## config.mk

```make
export PLATFORM = sky130hd
export DESIGN_NAME = delta_timer_queue_unit
export DESIGN_NICKNAME = d
export VERILOG_FILES = /design/src/hdl/dtq_pkg.sv /design/src/hdl/dtq_cell.sv /design/src/hdl/delta_timer_queue_unit.sv
export VERILOG_INCLUDE_DIRS = /design/src /design/src/hdl
export SDC_FILE = /design/constraint.sdc
export NUM_CORES = 2
export LEC_CHECK = 0
export ABC_AREA = 1
export BUFFER_PORTS_ARGS = -buffer_cell sky130_fd_sc_hd__buf_2
export CAP_MARGIN = 10
export CORE_UTILIZATION = 43
export CTS_BUF_LIST = sky130_fd_sc_hd__clkbuf_8
export DETAILED_ROUTE_END_ITERATION = 7
export PLACE_DENSITY_LB_ADDON = 0.1
export REMOVE_ABC_BUFFERS = 1
export SLEW_MARGIN = 20
export SYNTH_ARGS = -nofsm -noshare
export SYNTH_HDL_FRONTEND = slang
export SYNTH_HIERARCHICAL = 1
export SYNTH_SLANG_ARGS = --single-unit
```

## constraint.sdc

```tcl
create_clock -name clk_i -period 5.4 [get_ports clk_i]
set_clock_uncertainty 0.05 [all_clocks]
set_input_delay 0.81 -clock clk_i [delete_from_list [all_inputs] [get_ports clk_i]]
set_output_delay 0.81 -clock clk_i [all_outputs]
set_load 0.05 [all_outputs]
```

## src/hdl/delta_timer_queue_unit_assert.svh

```systemverilog
// Assertion macros for the timer queue RTL.
`ifndef DELTA_TIMER_QUEUE_UNIT_ASSERT_SVH
`define DELTA_TIMER_QUEUE_UNIT_ASSERT_SVH

// Same-cycle implication, checked outside reset.
`define DTQ_ASSERT_NOW(lbl, ante, cons) \
  lbl: assert property (@(posedge clk_i) disable iff (!rst_ni) (ante) |-> (cons)) \
    else $error("timer queue check failed");

// Next-cycle implication, checked outside reset.
`define DTQ_ASSERT_NEXT(lbl, ante, cons) \
  lbl: assert property (@(posedge clk_i) disable iff (!rst_ni) (ante) |=> (cons)) \
    else $error("timer queue check failed");

`endif

```

## src/hdl/dtq_pkg.sv

```systemverilog
package dtq_pkg;

  localparam int unsigned Depth = 16;

  typedef enum logic [1:0] {
    MODE_SCHED = 2'd0,
    MODE_SHIFT = 2'd1,
    MODE_POP   = 2'd2
  } dtq_mode_e;

  typedef struct packed {
    logic [1:0]  mode;
    logic [7:0]  item_id;
    logic [15:0] delay;
    logic [15:0] elapsed;
  } dtq_in_t;

  typedef struct packed {
    logic       popped_valid;
    logic [7:0] popped_id;
    logic       dropped;
  } dtq_out_t;

  // One queue slot as it moves between neighboring cells.
  typedef struct packed {
    logic        valid;
    logic [7:0]  id;
    logic [15:0] delay;
  } dtq_entry_t;

  // Operation broadcast to every cell in a cycle.
  typedef struct packed {
    logic        sched;
    logic        shift;
    logic        pop;
    logic [7:0]  id;
    logic [15:0] delay;
    logic [15:0] elapsed;
  } dtq_cmd_t;

endpackage

```

## src/hdl/dtq_cell.sv

```systemverilog
module dtq_cell (
  input  logic              clk_i,
  input  logic              rst_ni,
  input  dtq_pkg::dtq_cmd_t   cmd_i,
  input  dtq_pkg::dtq_entry_t left_i,
  input  logic              left_after_i,
  input  dtq_pkg::dtq_entry_t right_i,
  output dtq_pkg::dtq_entry_t entry_o,
  output logic              after_o
);

  logic        valid_q, valid_d;
  logic [7:0]  id_q, id_d;
  logic [15:0] delay_q, delay_d;

  // This slot stays ahead of a new entry when it expires no later
  assign after_o = valid_q && (delay_q <= cmd_i.delay);

  assign entry_o.valid = valid_q;
  assign entry_o.id    = id_q;
  assign entry_o.delay = delay_q;

  // Pick the next slot contents
  always_comb begin
    valid_d = valid_q;
    id_d    = id_q;
    delay_d = delay_q;
    if (cmd_i.sched) begin
      if (!after_o) begin
        valid_d = valid_q | left_i.valid;
        if (left_after_i) begin
          id_d    = cmd_i.id;
          delay_d = cmd_i.delay;
        end else begin
          id_d    = left_i.id;
          delay_d = left_i.delay;
        end
      end
    end else if (cmd_i.shift) begin
      if (delay_q <= cmd_i.elapsed) begin
        delay_d = '0;
      end else begin
        delay_d = delay_q - cmd_i.elapsed;
      end
    end else if (cmd_i.pop) begin
      valid_d = right_i.valid;
      id_d    = right_i.id;
      delay_d = right_i.delay;
    end
  end

  always_ff @(posedge clk_i or negedge rst_ni) begin
    if (!rst_ni) begin
      valid_q <= 1'b0;
    end else begin
      valid_q <= valid_d;
    end
  end

  always_ff @(posedge clk_i) begin
    id_q    <= id_d;
    delay_q <= delay_d;
  end

endmodule

```

## src/hdl/delta_timer_queue_unit.sv

```systemverilog
// Timer queue of dtq_pkg::Depth entries, each an 8-bit id with a 16-bit delay.
// Input channel: in_valid_i / in_stall_o carry one transaction of mode,
//   item_id, delay and elapsed. Mode schedule inserts an entry behind all
//   entries with equal or smaller delay; mode shift subtracts elapsed time
//   from every entry, saturating at zero; mode pop removes the head if its
//   delay is zero. Any other mode does nothing.
// Output channel: out_valid_o / out_stall_i carry exactly one result per
//   input transaction: popped_valid, popped_id and dropped (queue full).
// The result is registered and valid in the cycle after input accept. Throughput
//   is one transaction per cycle while the result is not stalled: every cell of
//   the chain updates in parallel from its own compare and its two neighbors.
// The result register is the only buffer; while it holds a stalled result,
//   in_stall_o is high and the queue does not change.
// Reset empties the queue (all cell valid bits clear) and drops any pending
//   result. The block is ready in the first cycle after reset.
`include "delta_timer_queue_unit_assert.svh"

module delta_timer_queue_unit (
  input  logic             clk_i,
  input  logic             rst_ni,
  input  logic             in_valid_i,
  output logic             in_stall_o,
  input  dtq_pkg::dtq_in_t  in_data_i,
  output logic             out_valid_o,
  input  logic             out_stall_i,
  output dtq_pkg::dtq_out_t out_data_o
);

  localparam int unsigned N = dtq_pkg::Depth;

  dtq_pkg::dtq_entry_t entries [N];
  logic [N-1:0]        after;
  logic [N-1:0]        valid_vec;
  dtq_pkg::dtq_cmd_t   cmd;
  dtq_pkg::dtq_entry_t new_entry;
  dtq_pkg::dtq_entry_t empty_entry;

  logic              in_acc;
  logic              full;
  logic              head_exp;
  logic              out_valid_q, out_valid_d;
  dtq_pkg::dtq_out_t out_q, out_d;

  // Accept while the result register is free or being drained
  assign in_stall_o = out_valid_q & out_stall_i;
  assign in_acc     = in_valid_i & ~in_stall_o;

  assign full     = entries[N-1].valid;
  assign head_exp = entries[0].valid && (entries[0].delay == '0);

  // Decode the transaction into the broadcast command
  always_comb begin
    cmd         = '0;
    cmd.id      = in_data_i.item_id;
    cmd.delay   = in_data_i.delay;
    cmd.elapsed = in_data_i.elapsed;
    if (in_acc) begin
      unique case (dtq_pkg::dtq_mode_e'(in_data_i.mode))
        dtq_pkg::MODE_SCHED: cmd.sched = ~full;
        dtq_pkg::MODE_SHIFT: cmd.shift = 1'b1;
        dtq_pkg::MODE_POP:   cmd.pop   = head_exp;
        default:             cmd       = cmd;
      endcase
    end
  end

  assign new_entry.valid   = 1'b1;
  assign new_entry.id      = in_data_i.item_id;
  assign new_entry.delay   = in_data_i.delay;
  assign empty_entry       = '0;

  // Build the chain of cells
  for (genvar k = 0; k < N; k++) begin : g_cell
    dtq_pkg::dtq_entry_t left_e, right_e;
    logic                left_a;
    if (k == 0) begin : g_first
      assign left_e = new_entry;
      assign left_a = 1'b1;
    end else begin : g_mid
      assign left_e = entries[k-1];
      assign left_a = after[k-1];
    end
    if (k == N-1) begin : g_last
      assign right_e = empty_entry;
    end else begin : g_inner
      assign right_e = entries[k+1];
    end

    dtq_cell u_cell (
      .clk_i        (clk_i),
      .rst_ni       (rst_ni),
      .cmd_i        (cmd),
      .left_i       (left_e),
      .left_after_i (left_a),
      .right_i      (right_e),
      .entry_o      (entries[k]),
      .after_o      (after[k])
    );
    assign valid_vec[k] = entries[k].valid;
  end

  // Form the result of the accepted transaction
  always_comb begin
    out_valid_d = out_valid_q & out_stall_i;
    out_d       = out_q;
    if (in_acc) begin
      out_valid_d = 1'b1;
      out_d       = '0;
      unique case (dtq_pkg::dtq_mode_e'(in_data_i.mode))
        dtq_pkg::MODE_SCHED: out_d.dropped = full;
        dtq_pkg::MODE_POP: begin
          out_d.popped_valid = head_exp;
          out_d.popped_id    = head_exp ? entries[0].id : 8'd0;
        end
        default: out_d = '0;
      endcase
    end
  end

  always_ff @(posedge clk_i or negedge rst_ni) begin
    if (!rst_ni) begin
      out_valid_q <= 1'b0;
    end else begin
      out_valid_q <= out_valid_d;
    end
  end

  always_ff @(posedge clk_i) begin
    out_q <= out_d;
  end

  assign out_valid_o = out_valid_q;
  assign out_data_o  = out_q;

  // Occupied cells always form an unbroken run from the head
  `DTQ_ASSERT_NOW(a_fill_contiguous, 1'b1, ((valid_vec >> 1) & ~valid_vec) == '0)
  // A schedule into a full queue reports a drop
  `DTQ_ASSERT_NEXT(a_drop_on_full,
      in_acc && (in_data_i.mode == dtq_pkg::MODE_SCHED) && full,
      out_valid_q && out_q.dropped)
  // An expired-head pop removes exactly one entry and reports it
  `DTQ_ASSERT_NEXT(a_pop_shrinks,
      in_acc && (in_data_i.mode == dtq_pkg::MODE_POP) && head_exp,
      out_q.popped_valid && ($countones(valid_vec) + 1 == $past($countones(valid_vec))))

endmodule
```

## After elaboration in Yosys (flattened, before gate mapping)

Cells that the tools add are included.

- Input bits: 46
- Output and inout bits: 12
- Bits in registers: 411

- Muxes and demuxes: 243
- Magnitude comparators: 32
- Equal/unequal tests: 19
- $add $sub $neg: 16
- Bitwise logic cells: 19
- Reduce and logical (&&, ||, !) cells: 54

Operators with widths:

| cell | count |
|---|---|
| two-way mux 16 bit | 95 |
| two-way mux 8 bit | 79 |
| less-or-equal comparator 16 bit | 32 |
| subtractor 16 bit | 16 |
| two-way mux 1 bit | 68 |
| AND reduction 3 bit | 16 |
| two-way mux 43 bit | 1 |
| AND reduction 2 bit | 17 |
| != test 2 bit, second input constant | 16 |
| logical AND 1 bit | 17 |
| logical NOT 16 bit | 1 |
| OR 1 bit | 15 |
| nonzero test 3 bit | 1 |
| AND 1 bit | 2 |
| == test 2 x 1 -> 1 bit, second input constant | 1 |
| == test 2 bit, second input constant | 1 |
| logical NOT 2 bit | 1 |
| != test 2 x 1 -> 1 bit, second input constant | 1 |
| NOT 1 bit | 2 |
| nonzero test 2 bit | 1 |

## Depth between registers and ports, before layout

- Depth in word-level cells: 9
- Gate-level depth with buffers: 21
- Mapped depth without buffers: 19

## Hierarchy

Netlist, hierarchy kept.

Modules (own cells, without submodules):

| module | cells each | sequential area each (um^2) | area each (um^2) | times used |
|---|---|---|---|---|
| dtq_cell (g_cell[0].u_cell ...) | 389 | 745.7 | 2707.6 | 7 |
| dtq_cell (g_cell[3].u_cell ...) | 388 | 745.7 | 2703.8 | 4 |
| dtq_cell (g_cell[5].u_cell ...) | 388 | 745.7 | 2710.1 | 3 |
| dtq_cell (g_cell[11].u_cell) | 389 | 745.7 | 2708.8 | 1 |
| dtq_cell (g_cell[12].u_cell) | 387 | 745.7 | 2705.1 | 1 |
| delta_timer_queue_unit | 59 | 325.3 | 535.5 | 1 |

## Worst setup path after synthesis

No wires, ideal clock.

- Kind: input -> register
- From: input port out_stall_i
- To: register g_cell[0].u_cell.delay_q[0], enable pin
- Stages on the path: 6
- Data arrival time: 5.204 ns
- Path buffers: 1
- Data required time: 4.936 ns
- Slack: -0.267 ns
- Setup time: 0.414 ns
- Cell sequence: nand2_1 > nand2_1 > nor3_1 > nor2_1 > clkbuf_1 > a21boi_0

RTL lines:

| element | line | source |
|---|---|---|
| from (decl) | delta_timer_queue_unit.sv:25 | `input logic out_stall_i,` |
| to (signal assigned) | dtq_cell.sv:62 | `delay_q <= delay_d;` |
| to (decl) | dtq_cell.sv:14 | `logic [15:0] delay_q, delay_d;` |

## Worst setup path after layout

- From: input port in_data_i[29] (netlist name)
- To: register g_cell[13].u_cell.delay_q[2] (data pin)

- Cells in the longest elaborated chain, start to end: 6

RTL lines:

| element | line | source |
|---|---|---|
| from (decl) | delta_timer_queue_unit.sv:23 | `input dtq_pkg::dtq_in_t in_data_i,` |
| two-way mux 43 bit | delta_timer_queue_unit.sv:57 | `if (in_acc) begin` |
| less-or-equal comparator 16 bit | dtq_cell.sv:17 | `assign after_o = valid_q && (delay_q <= cmd_i.delay);` |
| logical AND 1 bit | dtq_cell.sv:17 |  |
| net after[12] | delta_timer_queue_unit.sv:32 | `logic [N-1:0] after;` |
| two-way mux 16 bit | dtq_cell.sv:31 | `if (left_after_i) begin` |
| two-way mux 16 bit | dtq_cell.sv:29 | `if (!after_o) begin` |
| two-way mux 16 bit | dtq_cell.sv:28 | `if (cmd_i.sched) begin` |
| net g_cell[13].u_cell.delay_d[2] | dtq_cell.sv:14 |  |
| to (signal assigned) | dtq_cell.sv:62 |  |
| to (decl) | dtq_cell.sv:14 |  |

The timed path passes the listed nets, and every way through them passes these cells. The select of a mux whose other input is x is not followed.
A chain may end at the register's enable or synchronous reset.

==> run metrics <==
Slew headroom 0.223; CTS root buffer clkbuf_8; CTS max path bufs 3; Synth Instances 6272; H-tree depth 3; DR WL/cell 20.2 um; worst endpoint data arrival time 4.20 ns; routed vias 42600; worst setup margin 1.62 ns; CORE AREA 101000 um2; Boundary Pins 58; status complete, no violations; CP endpoint kind flop; initial antenna violation count 4; Final Max Tran Viols 0; die area 103000 um2; TritonRoute pass-1 iters 6; All-Layer GR Usage 0.299; post-detail-place hpwl 116 mm; mean cell area of the mapped netlist 6.99 um2; Die Y 321 um; gr ovfl total 0; setup tns final 0 ns; commonest non-fill, non-tap cell in the layout nand2_1; pre-CTS WS 0.930 ns; vias in the first global route 39900; placer congestion estimate 0.938; Final nets 6902; Worst-Skew Late Latency 0.73 ns; clk sinks 411; Peak supply drop 0.172 mV; layout cell share with drive strength beyond 1 0.0876; synth warn 6; Max FO, Critical Path 17; endpoints failing setup 0; worst slew pin tran 1.17 ns; Fmax 265 MHz; Lkg Pwr 0.0227 uW; Mapped Area 43800 um2; Worst EP required 5.82 ns; cts hold-fix bufs 0; register clock-pin slew on the reported worst setup and hold paths 0.06 ns; post-DR vias/cell 5.50; largest net degree at the start of global routing 149; Chip Width 321 um; post-route ant nets 0; Area Growth Syn to Fin 7.91%; final hold vios 0; setup repair bufs after CTS 0; Tmin final 3.78 ns; Crit Path Category in2reg; first-pass GRT wire length 237 mm; RSZ-0062 raised after global routing false; I/O Buffers 57; period utilisation layout 0.700; row count 116; critical path startpoint category primary input; residual DRC count 0; DRT Wirelength 156 mm; hold crit path type in2async; DR iter-0 viols 3906; most frequent cells in the layout 1278 x nand2_1, 984 x inv_1, 720 x a21oi_1, 608 x o21ai_0, 515 x nor2_1; P per Cell Area 224 nW/um2; Max-Cap Viols 0; Starting Density 0.436; CTS Buf Count 84; CTS tree done; post_cts resized 0
[area by class of cell]
cell class                      count  area (um2)
Timing Repair Buffer              118         781
Clock buffer                       86        1180
Multi-Input combinational cell   4691       27100
Tap cell                         1357        1700
Fill cell                       10400       53300
Antenna cell                        3        7.51
Inverter                         1022        3880
Sequential cell                   411       12300
Clock inverter                     63         397
[flip-flops by register name, indices dropped and copies added (netlist names)]
| name | flops |
|---|---|
| g_cell.u_cell/valid_q | 16 |
| g_cell.u_cell/id_q | 128 |
| out_valid_o | 1 |
| g_cell.u_cell/delay_q | 256 |
| out_data_o | 10 |
[worst paths after layout]
check / end / cells past startpoint / slack [ns] / start
worst max-delay path: g_cell[13].u_cell/delay_q[2] / 16 / 1.62 / in_data_i[29]
worst min register to register: g_cell[7].u_cell/id_q[5] / 2 / 0.51 / g_cell[8].u_cell/id_q[5]
worst min-delay path: out_valid_o / 1 / 0.09 / rst_ni
max in group asynchronous: g_cell[2].u_cell/valid_q / 1 / 4.71 / rst_ni
min in group clk_i: out_valid_o / 2 / 0.26 / in_valid_i
worst max register to register: g_cell[7].u_cell/delay_q[8] / 7 / 2.00 / g_cell[0].u_cell/delay_q[11]
[report_power, final]
part	leakage, uW	internal, uW	switching [uW]
Sequential	0.00386	3750	258
Clock	0.000912	1680	1610
Combinational	0.0179	1090	2210
[per-layer routing]
layer  global-route usage  wire length [um]  vias to the layer above
li1                     -                 -                    21100
met1                0.428             73100                    19900
met2                0.461             66800                     1429
met3               0.0348             11200                      222
met4                0.103              5310                        0
met5                    0                 0                        -
[through the flow]
step | std cells | area (um2) | hold WS (ns) | total power (uW) | utilization
finish | 7751 | 47300 | 0.0889 | 10600 | 0.470
global route | 7749 | 47300 | 0.0870 | 11200 | 0.470
CTS | 7748 | 47300 | 0.0328 | 10600 | 0.470
detailed placement | 7599 | 45700 | 0.495 | 7300 | 0.455
global placement | 7599 | 45700 | 0.491 | 7270 | 0.455
floorplan | 6124 | 43200 | 0.450 | 6330 | -
[worst max-delay path, cell delays in order]
cell	delay, ns
buf_2	0.77
inv_1	0.19
ha_1	0.36
a21oi_1	0.17
o21ai_0	0.12
a21oi_1	0.28
nand2_1	0.09
nand2_1	0.12
nand2_1	0.06
inv_1	0.21
buf_4	0.22
inv_1	0.22
nand2_1	0.11
o21ai_0	0.12
a22oi_1	0.20
o21ai_2	0.07
(Power assumes the default switching activity.)
